### src/sbs_pkg.sv
package sbs_pkg;

  localparam int ChW  = 8;
  localparam int LenW = 16;

  localparam logic [ChW-1:0] ChBackslash = 8'h5C;
  localparam logic [ChW-1:0] ChQuote     = 8'h22;
  localparam logic [ChW-1:0] ChSemicolon = 8'h3B;
  localparam logic [ChW-1:0] ChRoundOpen = 8'h28;
  localparam logic [ChW-1:0] ChSqOpen    = 8'h5B;
  localparam logic [ChW-1:0] ChCurlyOpen = 8'h7B;
  localparam logic [ChW-1:0] ChRoundCls  = 8'h29;
  localparam logic [ChW-1:0] ChSqCls     = 8'h5D;
  localparam logic [ChW-1:0] ChCurlyCls  = 8'h7D;
  localparam logic [ChW-1:0] ChCr        = 8'h0D;
  localparam logic [ChW-1:0] ChLf        = 8'h0A;
  localparam logic [ChW-1:0] ChTab       = 8'h09;
  localparam logic [ChW-1:0] ChSpace     = 8'h20;

  localparam logic OutcomeFound      = 1'b0;
  localparam logic OutcomeIncomplete = 1'b1;

  typedef struct packed {
    logic [ChW-1:0] ch;
    logic           is_end;
  } item_t;

  typedef struct packed {
    logic            outcome;
    logic [LenW-1:0] length;
  } result_t;

  // result of one scan step toward the output register
  typedef struct packed {
    logic    found;
    result_t data;
  } scan_res_t;

endpackage

### src/sbs_if.sv
interface sbs_in_if;
  import sbs_pkg::*;
  logic           valid;
  logic           ready;
  logic [ChW-1:0] ch;
  logic           is_end;

  modport source (output valid, output ch, output is_end, input ready);
  modport sink (input valid, input ch, input is_end, output ready);
endinterface

interface sbs_out_if;
  import sbs_pkg::*;
  logic            valid;
  logic            ready;
  logic            outcome;
  logic [LenW-1:0] length;

  modport source (output valid, output outcome, output length, input ready);
  modport sink (input valid, input outcome, input length, output ready);
endinterface

### src/sexpr_boundary_scanner_unit.sv
// Expression boundary scanner.
// in_i carries one text byte per transaction (ch), or an end marker (is_end)
// that closes the current text. out_o carries at most one result per text:
// outcome 0 with the expression length, or outcome 1 (brackets still open)
// with length 0. Bytes after a result are dropped until the end marker.
// Pipeline: input register, scan logic with its state registers, output
// register. Each transaction waits in the input register until the scan stage
// steps on it, and a result is loaded into the output register for out_o.
// Throughput: one byte per cycle while out_o is not stalled with a result
// pending, set by the state update of the scan stage; in_i stays ready while
// the output register is empty or being drained in the same cycle.
// When out_o stalls with a result pending, the scan stage holds and the
// input register fills, then in_i.ready drops until out_o.ready returns.
// Reset: scan state returns to the start of a text (position zero, leading
// blanks skipped, depths zero), and both registers are emptied.
// MAX_TEXT_LEN bounds the position counter; DEPTH_BITS sizes each bracket
// depth counter, both saturating.
module sexpr_boundary_scanner_unit #(
  parameter int unsigned MAX_TEXT_LEN = 65535,
  parameter int          DEPTH_BITS   = 16
) (
  input  logic       clk_i,
  input  logic       rst_ni,
  sbs_in_if.sink     in_i,
  sbs_out_if.source  out_o
);
  import sbs_pkg::*;

  logic      item_valid;
  item_t     item;
  logic      out_free;
  logic      step;
  scan_res_t res;

  assign step = item_valid && out_free;

  sbs_in_stage u_in_stage (
    .clk_i     (clk_i),
    .rst_ni    (rst_ni),
    .in_i      (in_i),
    .consume_i (step),
    .valid_o   (item_valid),
    .item_o    (item)
  );

  sbs_scan_core #(
    .MAX_TEXT_LEN (MAX_TEXT_LEN),
    .DEPTH_BITS   (DEPTH_BITS)
  ) u_scan_core (
    .clk_i  (clk_i),
    .rst_ni (rst_ni),
    .step_i (step),
    .item_i (item),
    .res_o  (res)
  );

  sbs_out_stage u_out_stage (
    .clk_i  (clk_i),
    .rst_ni (rst_ni),
    .res_i  (res),
    .free_o (out_free),
    .out_o  (out_o)
  );
endmodule

### src/sbs_in_stage.sv
module sbs_in_stage (
  input  logic           clk_i,
  input  logic           rst_ni,
  sbs_in_if.sink         in_i,
  input  logic           consume_i,
  output logic           valid_o,
  output sbs_pkg::item_t item_o
);
  import sbs_pkg::*;

  logic  valid_q;
  item_t item_q;
  logic  load;

  assign in_i.ready = !valid_q || consume_i;
  assign load       = in_i.valid && in_i.ready;

  always_ff @(posedge clk_i or negedge rst_ni) begin
    if (!rst_ni) begin
      valid_q <= 1'b0;
    end else if (load) begin
      valid_q <= 1'b1;
    end else if (consume_i) begin
      valid_q <= 1'b0;
    end
  end

  always_ff @(posedge clk_i) begin
    if (load) begin
      item_q <= '{ch: in_i.ch, is_end: in_i.is_end};
    end
  end

  assign valid_o = valid_q;
  assign item_o  = item_q;
endmodule

### src/sbs_scan_core.sv
module sbs_scan_core #(
  parameter int unsigned MAX_TEXT_LEN = 65535,
  parameter int          DEPTH_BITS   = 16
) (
  input  logic               clk_i,
  input  logic               rst_ni,
  input  logic               step_i,
  input  sbs_pkg::item_t     item_i,
  output sbs_pkg::scan_res_t res_o
);
  import sbs_pkg::*;

  localparam int PosW = $clog2(64'(MAX_TEXT_LEN) + 64'd1);
  localparam logic [PosW-1:0] PosMax = PosW'(MAX_TEXT_LEN);
  localparam logic signed [DEPTH_BITS-1:0] DepthMax = {1'b0, {(DEPTH_BITS-1){1'b1}}};
  localparam logic signed [DEPTH_BITS-1:0] DepthMin = {1'b1, {(DEPTH_BITS-1){1'b0}}};

  typedef logic signed [DEPTH_BITS-1:0] depth_t;

  function automatic logic closed(input depth_t r, input depth_t s, input depth_t c);
    return (r[DEPTH_BITS-1] || (r == '0)) && (s[DEPTH_BITS-1] || (s == '0)) &&
           (c[DEPTH_BITS-1] || (c == '0));
  endfunction

  function automatic depth_t inc_sat(input depth_t d);
    return (d != DepthMax) ? d + depth_t'(1) : d;
  endfunction

  function automatic depth_t dec_sat(input depth_t d);
    return (d != DepthMin) ? d - depth_t'(1) : d;
  endfunction

  function automatic logic [LenW-1:0] len_sat(input logic [PosW-1:0] p);
    logic [PosW+LenW-1:0] ext;
    ext = {{LenW{1'b0}}, p};
    return (|ext[PosW+LenW-1:LenW]) ? {LenW{1'b1}} : ext[LenW-1:0];
  endfunction

  logic [PosW-1:0] pos_q, pos_d, pos_inc;
  logic            lead_q, lead_d;
  logic            esc_q, esc_d;
  logic            str_q, str_d;
  logic            cmt_q, cmt_d;
  depth_t          rnd_q, rnd_d, sq_q, sq_d, cur_q, cur_d;
  logic            given_q, given_d;
  logic            closed_now;
  logic            is_blank;
  logic            found;
  logic [PosW-1:0] flen;

  assign pos_inc    = (pos_q != PosMax) ? pos_q + PosW'(1) : pos_q;
  assign closed_now = closed(rnd_q, sq_q, cur_q);
  assign is_blank   = (item_i.ch == ChSpace) || (item_i.ch == ChTab);

  always_comb begin
    pos_d   = pos_q;
    lead_d  = lead_q;
    esc_d   = esc_q;
    str_d   = str_q;
    cmt_d   = cmt_q;
    rnd_d   = rnd_q;
    sq_d    = sq_q;
    cur_d   = cur_q;
    given_d = given_q;
    found   = 1'b0;
    flen    = pos_q;
    res_o   = '0;

    if (step_i) begin
      if (item_i.is_end) begin
        res_o.found        = !given_q;
        res_o.data.outcome = closed_now ? OutcomeFound : OutcomeIncomplete;
        res_o.data.length  = closed_now ? len_sat(pos_q) : '0;
        pos_d   = '0;
        lead_d  = 1'b1;
        esc_d   = 1'b0;
        str_d   = 1'b0;
        cmt_d   = 1'b0;
        rnd_d   = '0;
        sq_d    = '0;
        cur_d   = '0;
        given_d = 1'b0;
      end else if (!given_q) begin
        pos_d = pos_inc;
        if (!(lead_q && is_blank)) begin
          lead_d = 1'b0;
          if (cmt_q) begin
            if (item_i.ch == ChCr || item_i.ch == ChLf) begin
              cmt_d = 1'b0;
            end
          end else if (esc_q) begin
            esc_d = 1'b0;
          end else begin
            case (item_i.ch) inside
              ChBackslash: esc_d = 1'b1;
              ChQuote:     str_d = !str_q;
              ChSemicolon: begin
                if (!str_q) cmt_d = 1'b1;
              end
              ChSpace, ChTab: begin
                if (!str_q && closed_now) found = 1'b1;
              end
              ChRoundOpen, ChSqOpen, ChCurlyOpen: begin
                if (!str_q) begin
                  if (pos_q != '0 && closed_now) begin
                    found = 1'b1;
                  end else if (item_i.ch == ChRoundOpen) begin
                    rnd_d = inc_sat(rnd_q);
                  end else if (item_i.ch == ChSqOpen) begin
                    sq_d = inc_sat(sq_q);
                  end else begin
                    cur_d = inc_sat(cur_q);
                  end
                end
              end
              ChRoundCls, ChSqCls, ChCurlyCls: begin
                if (!str_q) begin
                  if (item_i.ch == ChRoundCls) begin
                    rnd_d = dec_sat(rnd_q);
                  end else if (item_i.ch == ChSqCls) begin
                    sq_d = dec_sat(sq_q);
                  end else begin
                    cur_d = dec_sat(cur_q);
                  end
                  // closing bracket counts itself in the length
                  if (closed(rnd_d, sq_d, cur_d)) begin
                    found = 1'b1;
                    flen  = pos_inc;
                  end
                end
              end
              default: ;
            endcase
          end
        end
        if (found) begin
          given_d            = 1'b1;
          res_o.found        = 1'b1;
          res_o.data.outcome = OutcomeFound;
          res_o.data.length  = len_sat(flen);
        end
      end
    end
  end

  always_ff @(posedge clk_i or negedge rst_ni) begin
    if (!rst_ni) begin
      pos_q   <= '0;
      lead_q  <= 1'b1;
      esc_q   <= 1'b0;
      str_q   <= 1'b0;
      cmt_q   <= 1'b0;
      rnd_q   <= '0;
      sq_q    <= '0;
      cur_q   <= '0;
      given_q <= 1'b0;
    end else begin
      pos_q   <= pos_d;
      lead_q  <= lead_d;
      esc_q   <= esc_d;
      str_q   <= str_d;
      cmt_q   <= cmt_d;
      rnd_q   <= rnd_d;
      sq_q    <= sq_d;
      cur_q   <= cur_d;
      given_q <= given_d;
    end
  end
endmodule

### src/sbs_out_stage.sv
module sbs_out_stage (
  input  logic               clk_i,
  input  logic               rst_ni,
  input  sbs_pkg::scan_res_t res_i,
  output logic               free_o,
  sbs_out_if.source          out_o
);
  import sbs_pkg::*;

  logic    valid_q;
  result_t data_q;

  // slot is free this cycle if empty or being drained
  assign free_o = !valid_q || out_o.ready;

  always_ff @(posedge clk_i or negedge rst_ni) begin
    if (!rst_ni) begin
      valid_q <= 1'b0;
    end else if (res_i.found) begin
      valid_q <= 1'b1;
    end else if (out_o.ready) begin
      valid_q <= 1'b0;
    end
  end

  always_ff @(posedge clk_i) begin
    if (res_i.found) begin
      data_q <= res_i.data;
    end
  end

  assign out_o.valid   = valid_q;
  assign out_o.outcome = data_q.outcome;
  assign out_o.length  = data_q.length;
endmodule
### src/flat_wrapper.sv
// flat-port wrapper written by rule: the top's interface ports become plain ports
module sexpr_boundary_scanner_unit_flat import sbs_pkg::*;
#(
  parameter int unsigned MAX_TEXT_LEN = 65535,
  parameter int          DEPTH_BITS   = 16
)
  (clk_i, rst_ni, in_i_valid, in_i_ch, in_i_is_end, in_i_ready, out_o_valid, out_o_outcome, out_o_length, out_o_ready);
  sbs_in_if in_i_i ();
  sbs_out_if out_o_i ();
  input  logic clk_i;
  input  logic rst_ni;
  input wire logic [$bits(in_i_i.valid)-1:0] in_i_valid;
  input wire logic [$bits(in_i_i.ch)-1:0] in_i_ch;
  input wire logic [$bits(in_i_i.is_end)-1:0] in_i_is_end;
  output wire logic [$bits(in_i_i.ready)-1:0] in_i_ready;
  output wire logic [$bits(out_o_i.valid)-1:0] out_o_valid;
  output wire logic [$bits(out_o_i.outcome)-1:0] out_o_outcome;
  output wire logic [$bits(out_o_i.length)-1:0] out_o_length;
  input wire logic [$bits(out_o_i.ready)-1:0] out_o_ready;
  assign in_i_i.valid = in_i_valid;
  assign in_i_i.ch = in_i_ch;
  assign in_i_i.is_end = in_i_is_end;
  assign in_i_ready = in_i_i.ready;
  assign out_o_valid = out_o_i.valid;
  assign out_o_outcome = out_o_i.outcome;
  assign out_o_length = out_o_i.length;
  assign out_o_i.ready = out_o_ready;
  sexpr_boundary_scanner_unit #(.MAX_TEXT_LEN(MAX_TEXT_LEN), .DEPTH_BITS(DEPTH_BITS)) u_core (.clk_i(clk_i), .rst_ni(rst_ni), .in_i(in_i_i), .out_o(out_o_i));
endmodule
### config.mk
export PLATFORM = sky130hd
export DESIGN_NAME = sexpr_boundary_scanner_unit_flat
export DESIGN_NICKNAME = d
export VERILOG_FILES = /design/src/sbs_pkg.sv /design/src/sbs_if.sv /design/src/sexpr_boundary_scanner_unit.sv /design/src/sbs_in_stage.sv /design/src/sbs_scan_core.sv /design/src/sbs_out_stage.sv /design/src/flat_wrapper.sv
export SDC_FILE = /design/constraint.sdc
export NUM_CORES = 1
export LEC_CHECK = 0
export ABC_AREA = 1
export ABC_CLOCK_PERIOD_IN_PS = 5220
export BUFFER_PORTS_ARGS = -buffer_cell sky130_fd_sc_hd__buf_4
export CAP_MARGIN = 20
export CORE_ASPECT_RATIO = 2
export CORE_MARGIN = 10
export CORE_UTILIZATION = 50
export DETAILED_ROUTE_END_ITERATION = 16
export PLACE_DENSITY_LB_ADDON = 0.25
export SETUP_SLACK_MARGIN = 0.15
export SYNTH_ARGS = -nofsm -noshare
export SYNTH_HDL_FRONTEND = slang
export SYNTH_SLANG_ARGS = --single-unit
export TNS_END_PERCENT = 50
### constraint.sdc
create_clock -name clk_i -period 5.22 [get_ports clk_i]
set_input_delay 0.522 -clock clk_i [delete_from_list [all_inputs] [get_ports clk_i]]
set_output_delay 0.522 -clock clk_i [all_outputs]
set_load 0.005 [all_outputs]
### Yosys cells after proc, flatten, opt, wreduce, memory -nomap -nowiden

Cells that the tools add are included.

* bits of input ports: 13
* bits in registers: 97
* logic and storage cells: 271
* output and inout port bits: 19

* muxes and demuxes: 167
* add/subtract/negate cells: 7
* reductions and logical operators: 44
* equal/unequal tests: 38

Operator list (count)
* 16-bit two-way mux: 112
* 16-bit inequality test (second input constant): 7
* 16-bit logical NOT: 6
* 18-bit two-way mux: 4
* 1-bit two-way mux: 51
* 16-bit by 2-bit adder with 16-bit output (second input constant): 3
* 16-bit by 2-bit subtractor with 16-bit output (second input constant): 3
* 8-bit by 6-bit equality test with 1-bit output (second input constant): 5
* 8-bit by 7-bit equality test with 1-bit output (second input constant): 5
* 16-bit AND reduction: 2
* 3-bit by 2-bit inequality test with 1-bit output (second input constant): 10
* 8-bit by 4-bit equality test with 1-bit output (second input constant): 3
* 16-bit by 1-bit adder with 16-bit output (second input constant): 1
* 2-bit by 1-bit inequality test with 1-bit output (second input constant): 8
* 16-bit nonzero test: 1
* 15-bit AND reduction: 1
* 1-bit logical OR: 10
* 1-bit logical AND: 9
* 7-bit AND reduction: 1
* 2-bit nonzero test: 3
* 3-bit OR reduction: 2
* 1-bit logical NOT: 4
* 4-bit AND reduction: 1
* 3-bit AND reduction: 1
* other kinds (3): 3

### Longest topological paths before layout

* depth in word-level cells: 40
* depth in mapped cells: 24
* gate-level depth less buffers: 22

### Cells and area by module

Synthesis repeated with hierarchy kept, for this count alone.

* cells, all modules: 1207
* area total of the unflattened synthesis: 7997.7 um2

Modules (own cells, without submodules)
* sbs_scan_core: area an instance 7119.3 um2, sequential area each 1727.9 um2, cells each 1168, times used 1
* sbs_out_stage: area an instance 555.5 um2, sequential area each 535.5 um2, cells each 22, times used 1
* sbs_in_stage: area an instance 315.3 um2, sequential area each 295.3 um2, cells each 15, times used 1
* sexpr_boundary_scanner_unit: area an instance 7.5 um2, sequential area each 0.0 um2, cells each 2, times used 1

### Worst setup path after synthesis

No wires, ideal clock.

* path kind: register to register
* from: reg u_core.u_scan_core.cur_q[0]
* to: reg u_core.u_out_stage.data_q, in the netlist u_core.u_out_stage.out_o.length[0], enable pin
* library setup time: 369 ps
* clock period less this slack: 2898 ps
* cell stages (with the launch flop): 19
* path slack: 2322 ps
* required time: 4851 ps
* path buffers: 1
* arrival time: 2530 ps
* path through: dfrtp_1 -> inv_1 -> ha_1 -> nand3_2 -> nor2_4 -> nand2_2 -> buf_6 -> nand3b_2 -> xor2_2 -> nand2_1 -> nor2_1 -> nand2_1 -> nand2_2 -> nand4_1 -> nand2_2 -> nand3_1 -> nand2_1 -> nand2_1 -> inv_1

RTL lines
* from (decl): line sbs_scan_core.sv:44 `depth_t rnd_q, rnd_d, sq_q, sq_d, cur_q, cur_d;`
* from (signal assigned): line sbs_scan_core.sv:165 `cur_q <= cur_d;`
* to (signal assigned): line sbs_out_stage.sv:28 `data_q <= res_i.data;`
* to (decl): line sbs_out_stage.sv:11 `result_t data_q;`

==> reports/metrics.yaml <==
clocking:
  cts_setup_buffers: 0
  cts_tree: "built"
  cts.reportedPaths.clkPinSlew_ns: 0.07
  cts_buffers: 9
  root_buffer: "clkbuf_16"
  clock_latency_ns: 0.36
  htree_levels: 3
  clockBufferDepth: 2
  hold_buffers: 0
  cts_resized: 0
  cts_sinks: 97
detailed_routing:
  via_per_inst: 5.71
  vias: 8445
  drt_iter0_drc: 525
  ant_nets: 0
  firstDrtPassIters: 5
  wire_per_inst_um: 17.6
  routed_wl_um: 26000
  drc: 0
placed_design:
  place_hpwl_um: 19600
  place.gp.congestion: 0.974
  port-buffer-count: 31
critical_path:
  r2r_start: "u_core.u_scan_core.cur_q[0]$_DFFE_PN0P_"
  timing.rr.end: "u_core.u_out_stage.out_o.length[14]$_SDFFCE_PN0P_"
  rr_worst_depth: 18
  setup.worst_path.class: "register to register"
  crit_arrival_ns: 3.72
  critPathMaxFanout: 24
  r2r_slack_ns: 1.49
  endpoint_kind: "register"
  crit_path_start: "u_core.u_scan_core.cur_q[0]$_DFFE_PN0P_"
  critical_path.startpoint_type: "register"
  cp.required_ns: 5.20
  endpoint: "u_core.u_out_stage.out_o.length[14]$_SDFFCE_PN0P_"
pwr:
  power_uw: 2910
  vdd_drop_max_mv: 0.207
  p_clk_share_pct: 25.1
  p_switching_uw: 1240
  power_frac_comb_pct: 40.1
  power_frac_seq_pct: 34.7
  netSwitchingFraction_pct: 42.6
  power.density_mw_per_mm2: 332
  power.internal_uw: 1670
  p_leak_uw: 0.00417
yosys:
  ys_async_sr_fraction_pct: 73.2
  syn_inst: 1265
  synth_commonest_cells: "nand2_1 (374), nor2_1 (141), inv_1 (139)"
  synth.largest_area_cell: "dfrtp_1"
  synth-seq-cells: 97
  syn_avg_cell_area_um2: 6.47
  ys_types: 52
  syn-num-nets: 1288
  yosysMostFrequentCell: "nand2_1"
  synthTopCellsByArea: "dfrtp_1 (21%), nand2_1 (17%), edfxtp_1 (9.5%)"
  yosys_warnings: 0
  synth_top_area_share_pct: 21.4
  synth_ff_type: "dfrtp_1"
  synth_edf_count: 26
  yosysSeqAreaShare_pct: 31.3
  netlist_area_mm2: 0.00819
timing:
  tightest_slew_ns: 1.04
  fmax_mhz: 268
  setup_viol: 0
  rsz0062_at_grt: "no"
  finalHoldViolCount: 0
  slew_viol_final: 0
  tns_ns: 0
  finalCritPeriodShare_pct: 71.6
  fin_crit_ns: 3.73
  slew_headroom_pct: 30.8
  clock_skew_ns: 0.0139
final_layout:
  area_growth_pct: 6.88
  diodes: 0
  nets: 1294
  drive_above_1_share_pct: 8.62
worst_hold_path:
  worstHoldPathType: "primary input to asynchronous set/reset pin"
die:
  fp.coreArea_mm2: 0.0162
  num_rows: 66
  io_pins: 32
  die_w_um: 110
  die_area_mm2: 0.0222
  fp.dieH_um: 201
  start_util_pct: 50.6
grt:
  grt_pass1_vias: 8661
  grt_pass1_wl_um: 42500
  track_usage_pct: 23.1
  grt_max_degree: 72
  gr-total-overflow: 0
  antenna_found_initial: 0
flow_run:
  cap_violations: 0
status:
  status: "finished, final reports clean"
==> worst min path at each step <==
stage | startpoint | endpoint | slack, ns | cells past startpoint
CTS | in_i_ch[0] | u_core.u_in_stage.item_o[1]$_DFFE_PP_ | 0.34 | 1
floorplan | rst_ni | u_core.u_in_stage.valid_o$_DFFE_PN0P_ | 0.23 | 0
global route | in_i_ch[1] | u_core.u_in_stage.item_o[2]$_DFFE_PP_ | 0.33 | 1
detailed placement | u_core.u_scan_core.lead_q$_DFFE_PN1P_ | u_core.u_scan_core.lead_q$_DFFE_PN1P_ | 0.51 | 2
global placement | u_core.u_scan_core.lead_q$_DFFE_PN1P_ | u_core.u_scan_core.lead_q$_DFFE_PN1P_ | 0.50 | 2
finish | rst_ni | u_core.u_scan_core.cur_q[7]$_DFFE_PN0P_ | 0.30 | 1
==> registers in the layout, summed over array words and instances, names as in the netlist, 9 cells and up <==
register,cells
u_core.u_in_stage.item_o,9
u_core.u_out_stage.out_o.length,16
u_core.u_scan_core.cur_q,16
u_core.u_scan_core.pos_q,16
u_core.u_scan_core.rnd_q,16
u_core.u_scan_core.sq_q,16
==> placed cells by master, fill, tap and decap left out, types with 3 or more instances in the layout <==
cell       instances
o21ai_0           86
nor3_1            30
a31oi_1            5
o22ai_1           19
edfxtp_1          26
inv_1            139
buf_4             37
nor2_1           141
nor2_2             7
nor4_1             5
nand2_1          374
nand3_2            3
nand3_1          113
xor2_1            33
ha_1              10
dfrtp_1           70
nand2_2           13
o21ai_1           11
a21oi_1           35
nand2_4            3
inv_2             11
clkbuf_16          9
clkinv_1           5
nand4_1           43
nor2_4            10
==> layer usage <==
metal / track usage, % / routed length (um) / part of all wire (%) / vias to the layer above
met2: 44.2 / 14300 / 55 / 324
met3: 3.14 / 1170 / 4.5 / 127
met5: 0 / 0 / 0 / -
li1: - / - / - / 4149
met4: 17.9 / 1860 / 7.2 / 0
met1: 21.1 / 8740 / 34 / 3845
==> cell type report <==
| class | count | area [um^2] |
|---|---|---|
| clock buffers | 10 | 229 |
| clock inverters | 6 | 83.8 |
| fillers | 1682 | 7440 |
| inverters | 155 | 587 |
| multi-input cells | 971 | 4760 |
| flip-flops and latches | 97 | 2560 |
| well taps | 204 | 255 |
| repair buffers | 37 | 278 |
==> logic make-up after synthesis <==
kind of cell	after synthesis	synth area share [%]
DFF	97	31.3
adders and majority gates	10	1.53
buffers and inverters	197	10.6
AOI/OAI and AO/OA	173	11.6
and+or+nand+nor	752	41.0
xor gates and xnor gates	36	3.94
==> power groups by stage <==
stage                     clock network [uW]  logic [uW]  registers (uW)
after global placement                     0        1150            1020
after global routing                     772        1320            1030
after floorplan                            0         867             974
after CTS                                739        1160            1010
after detailed placement                   0        1160            1020
final                                    731        1170            1010
==> worst max-delay path, stage by stage (launching register included) <==
cell and delay, ns:
dfrtp_1 0.44, inv_1 0.14, ha_1 0.22, nand3_2 0.13, nor2_4 0.18, nand2_2 0.30
nand4_1 0.19, nand2_1 0.09, nor2_1 0.13, nand2_1 0.06, nor2_1 0.15, nand2_1 0.11
nand2_2 0.11, nand4_1 0.15, nand2_2 0.13, nand3_1 0.10, nand2_1 0.08, nand2_1 0.07
inv_1 0.53
==> per-stage QoR <==
step / worst slack, ns / instance area, um^2 / hold WS (ns) / util [%] / cells
6_report: 1.49 / 8750 / 0.298 / 54.1 / 1480
3_5_place_dp: 1.52 / 8440 / 0.507 / 52.1 / 1464
4_1_cts: 1.49 / 8750 / 0.336 / 54.1 / 1480
5_1_grt: 1.15 / 8750 / 0.334 / 54.1 / 1480
2_1_floorplan: 2.32 / 8190 / 0.226 / - / 1265
3_3_place_gp: 1.58 / 8440 / 0.501 / 52.1 / 1464
Note: power is estimated with default switching activity, not from simulation.
